`src/iphpe_pkg.sv`:
```
// ----------------------------------------------------------------------------
// iphpe_pkg
// Shared types, constants and helpers for the IPv4 header and port extractor.
// ----------------------------------------------------------------------------
package iphpe_pkg;

  // byte counter and field widths
  localparam int unsigned IdxW    = 7;
  localparam int unsigned HdrLenW = 6;

  // byte positions within the packet
  localparam logic [IdxW-1:0] IdxMax       = 7'd127;
  localparam logic [IdxW-1:0] TotLenHi     = 7'd2;
  localparam logic [IdxW-1:0] TotLenLo     = 7'd3;
  localparam logic [4:0]      SrcAddrWord  = 5'd3;   // bytes 12 to 15
  localparam logic [4:0]      DstAddrWord  = 5'd4;   // bytes 16 to 19
  localparam logic [IdxW-1:0] MinHdrBytes  = 7'd20;
  localparam logic [IdxW-1:0] PortBytes    = 7'd4;
  localparam logic [3:0]      IhlMask      = 4'hf;

  // output record
  typedef struct packed {
    logic [HdrLenW-1:0] header_bytes;
    logic [15:0]        dest_port;
    logic [15:0]        source_port;
    logic [31:0]        dest_address;
    logic [31:0]        source_address;
    logic [15:0]        total_length;
    logic               status;
  } rec_t;

  // replace one byte of a big-endian 32-bit word, sel 0 is the top byte
  function automatic logic [31:0] put_be32(logic [31:0] word, logic [1:0] sel,
                                           logic [7:0] b);
    logic [31:0] res;
    res = word;
    case (sel)
      2'd0:    res[31:24] = b;
      2'd1:    res[23:16] = b;
      2'd2:    res[15:8]  = b;
      default: res[7:0]   = b;
    endcase
    return res;
  endfunction

  // replace one byte of a big-endian 16-bit word, sel 0 is the top byte
  function automatic logic [15:0] put_be16(logic [15:0] word, logic sel,
                                           logic [7:0] b);
    logic [15:0] res;
    res = word;
    if (sel) begin
      res[7:0] = b;
    end else begin
      res[15:8] = b;
    end
    return res;
  endfunction

endpackage

```
`src/iphpe_obuf.sv`:
```
// ----------------------------------------------------------------------------
// iphpe_obuf
// Two-slot output register with skid slot, decouples the record stream from
// the byte stream so a stalled receiver does not stop byte intake at once.
// ----------------------------------------------------------------------------
module iphpe_obuf (
  input  logic            clk_i,
  input  logic            rst_ni,
  input  logic            in_valid_i,
  output logic            in_ready_o,
  input  iphpe_pkg::rec_t in_rec_i,
  output logic            out_valid_o,
  input  logic            out_ready_i,
  output iphpe_pkg::rec_t out_rec_o
);
  import iphpe_pkg::*;

  logic main_v_q, main_v_d;
  logic skid_v_q, skid_v_d;
  rec_t main_q, main_d;
  rec_t skid_q, skid_d;
  logic push, pop;

  assign in_ready_o  = !skid_v_q;
  assign out_valid_o = main_v_q;
  assign out_rec_o   = main_q;
  assign push        = in_valid_i && !skid_v_q;
  assign pop         = main_v_q && out_ready_i;

  // slot steering
  always_comb begin
    main_v_d = main_v_q;
    skid_v_d = skid_v_q;
    main_d   = main_q;
    skid_d   = skid_q;
    if (pop) begin
      if (skid_v_q) begin
        main_d   = skid_q;
        skid_v_d = 1'b0;
      end else begin
        main_v_d = push;
        main_d   = in_rec_i;
      end
    end else if (!main_v_q) begin
      main_v_d = push;
      main_d   = in_rec_i;
    end else if (push) begin
      skid_v_d = 1'b1;
      skid_d   = in_rec_i;
    end
  end

  // valid flags
  always_ff @(posedge clk_i or negedge rst_ni) begin
    if (!rst_ni) begin
      main_v_q <= 1'b0;
      skid_v_q <= 1'b0;
    end else begin
      main_v_q <= main_v_d;
      skid_v_q <= skid_v_d;
    end
  end

  // payload slots
  always_ff @(posedge clk_i) begin
    main_q <= main_d;
    skid_q <= skid_d;
  end

endmodule

```
`src/ipv4_header_port_extractor_core.sv`:
```
// ----------------------------------------------------------------------------
// ipv4_header_port_extractor_core
// Extracts IPv4 header fields and transport ports from a byte stream.
// ----------------------------------------------------------------------------
// Usage:
//   s_axis carries one packet byte per transaction in tdata, first header
//   byte first; tlast marks the final byte of the packet.
//   m_axis carries one record per packet: total length, addresses, ports and
//   header length in tdata, and in tuser a flag set when the packet was too
//   short to hold every field (missing bytes read as zero).
// Latency: the record is on m_axis the cycle after the last byte is
//   accepted when no earlier record is still waiting there.
// Throughput: one byte per cycle while s_axis_tready is high, set by the
//   single register stage of capture logic; consecutive packets may follow with no gap.
// Stall: records queue in a two-slot output register; s_axis_tready falls
//   only while both slots hold records the receiver has not taken.
// Reset: all capture state is cleared and the output slots are emptied; the next byte
//   accepted is taken as byte 0 of a packet.
// ----------------------------------------------------------------------------
module ipv4_header_port_extractor_core (
  input  logic         clk_i,
  input  logic         rst_ni,
  input  logic         s_axis_tvalid,
  output logic         s_axis_tready,
  input  logic [7:0]   s_axis_tdata,   // data_byte
  input  logic         s_axis_tlast,   // last_byte
  output logic         m_axis_tvalid,
  input  logic         m_axis_tready,
  output logic [119:0] m_axis_tdata,   // total_length, source_address,
                                       // dest_address, source_port,
                                       // dest_port, header_bytes, zero pad
  output logic         m_axis_tuser    // status
);
  import iphpe_pkg::*;

  logic [IdxW-1:0]    byte_index_q, byte_index_d;
  logic [HdrLenW-1:0] header_len_q, header_len_d;
  logic [15:0]        total_len_q, total_len_d;
  logic [31:0]        src_addr_q, src_addr_d;
  logic [31:0]        dst_addr_q, dst_addr_d;
  logic [15:0]        src_port_q, src_port_d;
  logic [15:0]        dst_port_q, dst_port_d;

  logic               s_accept;
  logic               rec_ready;
  logic [7:0]         port_off;
  logic [IdxW-1:0]    count;
  logic [IdxW-1:0]    need;
  logic [IdxW-1:0]    hl_plus;
  rec_t               rec;
  rec_t               out_rec;

  assign s_axis_tready = rec_ready;
  assign s_accept      = s_axis_tvalid && rec_ready;

  // field capture for the current byte
  always_comb begin
    header_len_d = header_len_q;
    total_len_d  = total_len_q;
    src_addr_d   = src_addr_q;
    dst_addr_d   = dst_addr_q;
    src_port_d   = src_port_q;
    dst_port_d   = dst_port_q;

    if (byte_index_q == '0) begin
      header_len_d = {s_axis_tdata[3:0] & IhlMask, 2'b00};
    end
    if (byte_index_q == TotLenHi) begin
      total_len_d[15:8] = s_axis_tdata;
    end
    if (byte_index_q == TotLenLo) begin
      total_len_d[7:0] = s_axis_tdata;
    end
    if (byte_index_q[IdxW-1:2] == SrcAddrWord) begin
      src_addr_d = put_be32(src_addr_q, byte_index_q[1:0], s_axis_tdata);
    end
    if (byte_index_q[IdxW-1:2] == DstAddrWord) begin
      dst_addr_d = put_be32(dst_addr_q, byte_index_q[1:0], s_axis_tdata);
    end

    // port window starts at the header length, also when it overlaps
    port_off = {1'b0, byte_index_q} - {2'b00, header_len_d};
    if (!port_off[7] && port_off[6:2] == '0) begin
      if (!port_off[1]) begin
        src_port_d = put_be16(src_port_q, port_off[0], s_axis_tdata);
      end else begin
        dst_port_d = put_be16(dst_port_q, port_off[0], s_axis_tdata);
      end
    end
  end

  // saturating byte count and short packet check
  always_comb begin
    count   = (byte_index_q == IdxMax) ? IdxMax : byte_index_q + 7'd1;
    hl_plus = {1'b0, header_len_d} + PortBytes;
    need    = (hl_plus < MinHdrBytes) ? MinHdrBytes : hl_plus;
  end

  // record assembly
  always_comb begin
    rec.header_bytes   = header_len_d;
    rec.dest_port      = dst_port_d;
    rec.source_port    = src_port_d;
    rec.dest_address   = dst_addr_d;
    rec.source_address = src_addr_d;
    rec.total_length   = total_len_d;
    rec.status         = (count < need);
  end

  // capture state, cleared after the last byte
  always_ff @(posedge clk_i or negedge rst_ni) begin
    if (!rst_ni) begin
      byte_index_q <= '0;
      header_len_q <= '0;
      total_len_q  <= '0;
      src_addr_q   <= '0;
      dst_addr_q   <= '0;
      src_port_q   <= '0;
      dst_port_q   <= '0;
    end else if (s_accept) begin
      if (s_axis_tlast) begin
        byte_index_q <= '0;
        header_len_q <= '0;
        total_len_q  <= '0;
        src_addr_q   <= '0;
        dst_addr_q   <= '0;
        src_port_q   <= '0;
        dst_port_q   <= '0;
      end else begin
        byte_index_q <= byte_index_d;
        header_len_q <= header_len_d;
        total_len_q  <= total_len_d;
        src_addr_q   <= src_addr_d;
        dst_addr_q   <= dst_addr_d;
        src_port_q   <= src_port_d;
        dst_port_q   <= dst_port_d;
      end
    end
  end

  assign byte_index_d = count;

  // output register
  iphpe_obuf u_obuf (
    .clk_i       (clk_i),
    .rst_ni      (rst_ni),
    .in_valid_i  (s_axis_tvalid && s_axis_tlast),
    .in_ready_o  (rec_ready),
    .in_rec_i    (rec),
    .out_valid_o (m_axis_tvalid),
    .out_ready_i (m_axis_tready),
    .out_rec_o   (out_rec)
  );

  // output packing
  assign m_axis_tdata = {2'b00, out_rec.header_bytes, out_rec.dest_port,
                         out_rec.source_port, out_rec.dest_address,
                         out_rec.source_address, out_rec.total_length};
  assign m_axis_tuser = out_rec.status;

`ifndef SYNTHESIS
  // intake stalls only with a record pending
  a_stall_has_rec: assert property (@(posedge clk_i) disable iff (!rst_ni)
    !s_axis_tready |-> m_axis_tvalid)
    else $error("byte intake stalled with no record pending");

  // last byte yields a record next cycle
  a_last_gives_rec: assert property (@(posedge clk_i) disable iff (!rst_ni)
    (s_accept && s_axis_tlast) |=> m_axis_tvalid)
    else $error("no record after last byte");

  // counter restarts after each packet
  a_index_restart: assert property (@(posedge clk_i) disable iff (!rst_ni)
    (s_accept && s_axis_tlast) |=> (byte_index_q == '0))
    else $error("byte counter not cleared at packet end");

  // counter steps by one below saturation
  a_index_step: assert property (@(posedge clk_i) disable iff (!rst_ni)
    (s_accept && !s_axis_tlast && byte_index_q != IdxMax)
      |=> (byte_index_q == $past(byte_index_q) + 7'd1))
    else $error("byte counter did not advance");
`endif

endmodule

```
`config.mk`:
```
export PLATFORM = sky130hd
export DESIGN_NAME = ipv4_header_port_extractor_core
export DESIGN_NICKNAME = d
export VERILOG_FILES = /design/src/iphpe_pkg.sv /design/src/iphpe_obuf.sv /design/src/ipv4_header_port_extractor_core.sv
export SDC_FILE = /design/constraint.sdc
export NUM_CORES = 1
export LEC_CHECK = 0
export ABC_AREA = 1
export BUFFER_PORTS_ARGS = -buffer_cell sky130_fd_sc_hd__buf_2
export CORE_MARGIN = 4
export CORE_UTILIZATION = 54
export CTS_BUF_LIST = sky130_fd_sc_hd__clkbuf_8 sky130_fd_sc_hd__clkbuf_16
export CTS_CLUSTER_SIZE = 14
export DETAILED_ROUTE_END_ITERATION = 10
export MAX_ROUTING_LAYER = met4
export PLACE_DENSITY = 0.73
export SLEW_MARGIN = 20
export SYNTH_ARGS = -nofsm -noshare
export SYNTH_HDL_FRONTEND = slang
export SYNTH_SLANG_ARGS = --single-unit
```
`constraint.sdc`:
```
create_clock -name clk_i -period 6.8 [get_ports clk_i]
set_clock_uncertainty 0.1 [all_clocks]
set_input_delay 1.02 -clock clk_i [delete_from_list [all_inputs] [get_ports clk_i]]
set_output_delay 1.02 -clock clk_i [all_outputs]
set_load 0.01 [all_outputs]
```
==> After elaboration in Yosys (flattened, before gate mapping) <==
Index checks and enable logic that the tools add are counted.
{ "totals": {"regBits": 365, "in_bits": 13, "output_inout_bits": 123, "wordCells": 92} }
{ "op_classes": {"add_sub_neg": 3, "order_cmp": 2, "n_eq_ne": 9, "mux": 39, "bitwise_logic": 1, "n_reduce_logical": 15} }
{ "op_table": {"columns": ["operator", "count"], "rows": [
  ["2-to-1 mux 119 bit", 3],
  ["2-to-1 mux 32 bit", 4],
  ["2-to-1 mux 16 bit", 7],
  ["2-to-1 mux 8 bit", 14],
  ["2-to-1 mux 7 bit", 3],
  ["== test 7 x 2 -> 1 bit (second input constant)", 2],
  ["2-to-1 mux 6 bit", 2],
  ["subtractor 7 x 6 -> 8 bit", 1],
  ["adder 6 x 3 -> 7 bit (second input constant)", 1],
  ["adder 7 x 1 -> 7 bit (second input constant)", 1],
  ["== test 7 bit (second input constant)", 1],
  ["zero test 7 bit", 1],
  ["< comparator 7 x 5 -> 1 bit (second input constant)", 1],
  ["< comparator 7 bit", 1],
  ["2-to-1 mux 1 bit", 6],
  ["== test 5 x 2 -> 1 bit (second input constant)", 1],
  ["== test 5 x 3 -> 1 bit (second input constant)", 1],
  ["logical AND 1 bit", 5],
  ["zero test 5 bit", 1],
  ["!= test 2 bit (second input constant)", 2],
  ["nonzero test 2 bit", 2],
  ["AND reduction 3 bit", 1],
  ["OR reduction 3 bit", 1],
  ["== test 2 x 1 -> 1 bit (second input constant)", 1],
  ["other kinds (5)", 6]
]} }

==> Depth between registers and ports, before layout <==
{ "logic_depth": {"depth_word": 8, "mapped_depth": 22, "mapped_depth_nobuf": 20} }

==> By module <==
A second synthesis with hierarchy kept.
{ "unflattened": {"hier_cells": 1737, "area_unflattened_um2": 17147.7} }
{ "by_module_without_submodules": {"columns": ["mod", "n_inst", "cells_per_inst", "area_each_um2", "seq_area_each_um2"], "rows": [
  ["iphpe_obuf", 1, 667, 9241.4, 7196.9],
  ["ipv4_header_port_extractor_core", 1, 1070, 7906.3, 3128.0]
]} }

==> Worst setup path after synthesis <==
Ideal clock, no wire load.
{ "synth_timing": {"path_type": "in2reg", "startpoint": "input port s_axis_tvalid", "endpoint": "register u_obuf.skid_q[0] (netlist bit) (enable)", "setup_ps": 598, "arrival_ps": 6303, "required_ps": 6102, "slack_ps": -201, "path_stages": 4, "cell_sequence": "nand2_1 > nor2_1 > nand2_1 > nor2_1"} }
{ "synth_via": {"elab_chain_cells": 3} }
{ "synth_rtl": {"columns": ["item", "line_no", "rtl"], "rows": [
  ["from (decl)", "ipv4_header_port_extractor_core.sv:23", "input logic s_axis_tvalid,"],
  ["logical AND 1 bit", "ipv4_header_port_extractor_core.sv:147", ".in_valid_i (s_axis_tvalid && s_axis_tlast),"],
  ["logical AND 1 bit", "iphpe_obuf.sv:27", "assign push = in_valid_i && !skid_v_q;"],
  ["AND reduction 3 bit (no source line)", null, null],
  ["to (signal assigned)", "iphpe_obuf.sv:67", "skid_q <= skid_d;"],
  ["to (decl)", "iphpe_obuf.sv:21", "rec_t skid_q, skid_d;"]
]} }
No other way between the ends.
A chain may end at the register's enable or synchronous reset.

==> flow_metrics.py <==
metrics = {
    "floorplan": {
        "io_pins": 136,
        "core_area_um2": 30000,
        "die_w_um": 183,
        "num_rows": 63,
        "start_util": 0.552,
        "die_h_um": 183,
        "dieArea_um2": 33500,
    },
    "logic_synthesis": {
        "synth_top_family_by_area": "simple AND/OR/NAND/NOR gates",
        "synth_cell_type_count": 41,
        "yosys.area.top_type_share": 0.432,
        "yosysSeqAreaShare": 0.625,
        "synthAdderAreaFrac": 0.0111,
        "synth-xor-area-share": 0.00265,
        "synth.area.top_cells": "edfxtp_1 43%, dfrtp_1 19%, nand2_1 8.0%",
        "yosys.area_share.simple": 0.177,
        "dominantRegCellSynth": "edfxtp_1",
        "synth_edf_count": 238,
        "synthArstFlopShare": 0.348,
        "muxShareOfSynthArea": 0,
        "synth_seq_cells": 365,
        "synth_compound_area_frac": 0.105,
        "synth_area_per_cell_um2": 10.4,
        "synth_area_um2": 16500,
        "synth_top_cell_by_area": "edfxtp_1",
        "ys_warn_count": 0,
        "syn-instance-count": 1588,
    },
    "cells_and_area": {
        "antenna_cells": 0,
        "layout-drive-gt1-share": 0.174,
        "fin_util": 0.624,
        "final_nets": 1719,
        "final_cell_mix": "350 x nand2_1, 238 x edfxtp_1, 237 x inv_1, 147 x o21ai_0, 132 x buf_2",
        "fillerInstances": 2387,
        "final_common_cell": "nand2_1",
        "areaGrowthSynthToFinish_pct": 13.1,
    },
    "clock_network": {
        "clockBufferDepth": 3,
        "cts_buffers": 39,
        "cts_sinks": 365,
        "cts_resized": 0,
        "clk_pin_slew_ps": 60,
        "cts_max_level": 2,
        "cts_setup_buffers": 0,
        "clkLatencyLatePin_ps": 510,
        "cts_tree": "built",
        "ctsHoldBuffers": 0,
        "cts-root-buf": "clkbuf_16",
    },
    "power_and_ir_drop": {
        "vdd_drop_max_v": 0.000131,
        "leakagePower_uw": 0.00859,
        "cellPowerDensity_nw_per_um2": 240,
    },
    "detailed_routing": {
        "totalWireLength_mm": 38.8,
        "routedWlPerCell_um": 18.4,
        "drtIter0Drc": 1180,
        "avgViaCountPerCell": 5.54,
        "drt_first_pass_iters": 5,
        "drtAntennaViolNets": 0,
        "wl_met1_mm": 16.5,
        "vias": 11700,
        "route.met2.wl_mm": 18.5,
        "drcViolationCount": 0,
        "top_layer_used": "met4",
        "dr_wl_met3_mm": 2.49,
    },
    "critical_path": {
        "path_cells": "inv_1, ha_1, inv_4, nor2_8, nand2_8, inv_1, nor2_1, ha_1, inv_1, fa_1, inv_1, or2_2, nand2_1, nand2_1, nand2_1, nor2_4, buf_4, nand2_4, nand2_1, nand3_1, nand2_1",
        "crit_type": "register to register",
        "arrival_ps": 4880,
        "crit_path_frequent_cell": "nand2_1",
        "start_kind": "register",
        "worst_path_largest_cell_delay_ps": 660,
        "required_ps": 7080,
        "crit_fanout": 33,
        "cp-end-kind": "register",
        "cp_slowest_cell": "nand2_4",
    },
    "timing": {
        "slew_headroom": 0.291,
        "post-route-period-util": 0.677,
        "period_needed_ps": 4600,
        "finalSetupViolations": 0,
        "rsz0062_at_grt": "no",
        "drv_slew": 0,
        "finalHoldViolCount": 0,
        "fmax_ghz": 0.217,
        "worst_pin_slew_ps": 1060,
        "tns_ps": 0,
    },
    "global_routing": {
        "overflow": 0,
        "grt_max_degree": 205,
        "grt_pass1_vias": 11500,
        "antenna_found_initial": 0,
        "grt_usage": 0.237,
        "grt_pass1_wl_mm": 61.7,
    },
    "place": {
        "portBuffers": 133,
        "gp_congestion": 0.865,
        "hpwl_mm": 23.0,
    },
    "flow_run": {
        "cap_violations": 0,
    },
    "worst_hold_path": {
        "holdCritPathClass": "register to register",
    },
    "status": {
        "status": "finished clean",
    },
}
-- metal layers --
layer  track usage  vias up
met5             -        -
met4        0.0849        0
met3        0.0397       82
met2         0.377      415
met1         0.312     5654
li1              -     5551
-- area by class of cell --
type | instances | area (um^2) | area share
Timing Repair Buffer | 148 | 806 | 0.0431
Inverter | 235 | 888 | 0.0475
Clock inverter | 24 | 181 | 0.00971
Clock buffer | 46 | 1090 | 0.0586
Multi-Input combinational cell | 903 | 4910 | 0.263
Sequential cell | 365 | 10300 | 0.552
Tap cell | 390 | 488 | 0.0261
-- logic make-up (layout without fill, tap and decap cells) --
group / Yosys count / after routing
buffers and inverters: 321 / 453
flip-flops: 365 / 365
AO/OA/AOI/OAI: 302 / 302
AND/OR/NAND/NOR: 580 / 580
adder cells (fa/ha/maj): 14 / 14
other: 1 / 2
XOR/XNOR: 5 / 5
-- sequential cells by signal, summed over array words and instances, names as in the netlist --
| name | cells |
|---|---|
| total_len_q | 16 |
| u_obuf.out_valid_o | 1 |
| dst_port_q | 16 |
| src_port_q | 16 |
| u_obuf.out_rec_o | 119 |
| dst_addr_q | 32 |
| byte_index_q | 7 |
| header_len_q | 6 |
| src_addr_q | 32 |
| u_obuf.skid_q | 119 |
| u_obuf.skid_v_q | 1 |
-- report_power, final --
part           internal, uW  total [uW]  switching, uW
logic                  10.0        54.9           44.9
registers              2350        2350           1.01
clock network          1260        2090            834
total                  3610        4490            880
-- metrics by stage --
step / total power [uW] / std cells / setup slack (ps) / hold WS, ps / instance area [um^2]
after floorplan: 2410 / 1589 / 1810 / 349 / 16500
after global placement: 2450 / 2040 / 2200 / 361 / 17400
after detailed placement: 2450 / 2040 / 2170 / 366 / 17400
after CTS: 4530 / 2110 / 2170 / 382 / 18700
after global routing: 4630 / 2111 / 1800 / 396 / 18700
final: 4490 / 2111 / 2200 / 379 / 18700
-- critical path, delay by kind of cell, from the launching register on --
kind          cells  cell delay (ps)
simple gates     12             2010
buf+inv           6              940
fa+ha+maj         3              920
flops             1              480
-- worst paths after layout --
kind	slack (ps)	start	cells after the start	endpoint
hold reg to reg	380	src_port_q[3]	2	src_port_q[3]
setup reg to reg	2200	byte_index_q[1]	21	u_obuf.out_rec_o[82]
max in group asynchronous	4610	rst_ni	2	byte_index_q[3]
min in group asynchronous	510	rst_ni	1	src_port_q[5]
hold / removal	380	src_port_q[3]	2	src_port_q[3]
setup / recovery	2200	byte_index_q[1]	21	u_obuf.out_rec_o[82]
-- Yosys cell counts, drive strengths merged (4+ instances only) --
| cell type | instances |
|---|---|
| nand2 | 393 |
| edfxtp | 238 |
| inv | 232 |
| o21ai | 152 |
| dfrtp | 127 |
| o22ai | 117 |
| nand3 | 112 |
| clkbuf | 64 |
| nor2 | 34 |
| and2 | 32 |
| buf | 22 |
| a22oi | 16 |
| a21oi | 14 |
| ha | 13 |
| xor2 | 5 |
| nand4 | 4 |
(Power assumes the default switching activity.)
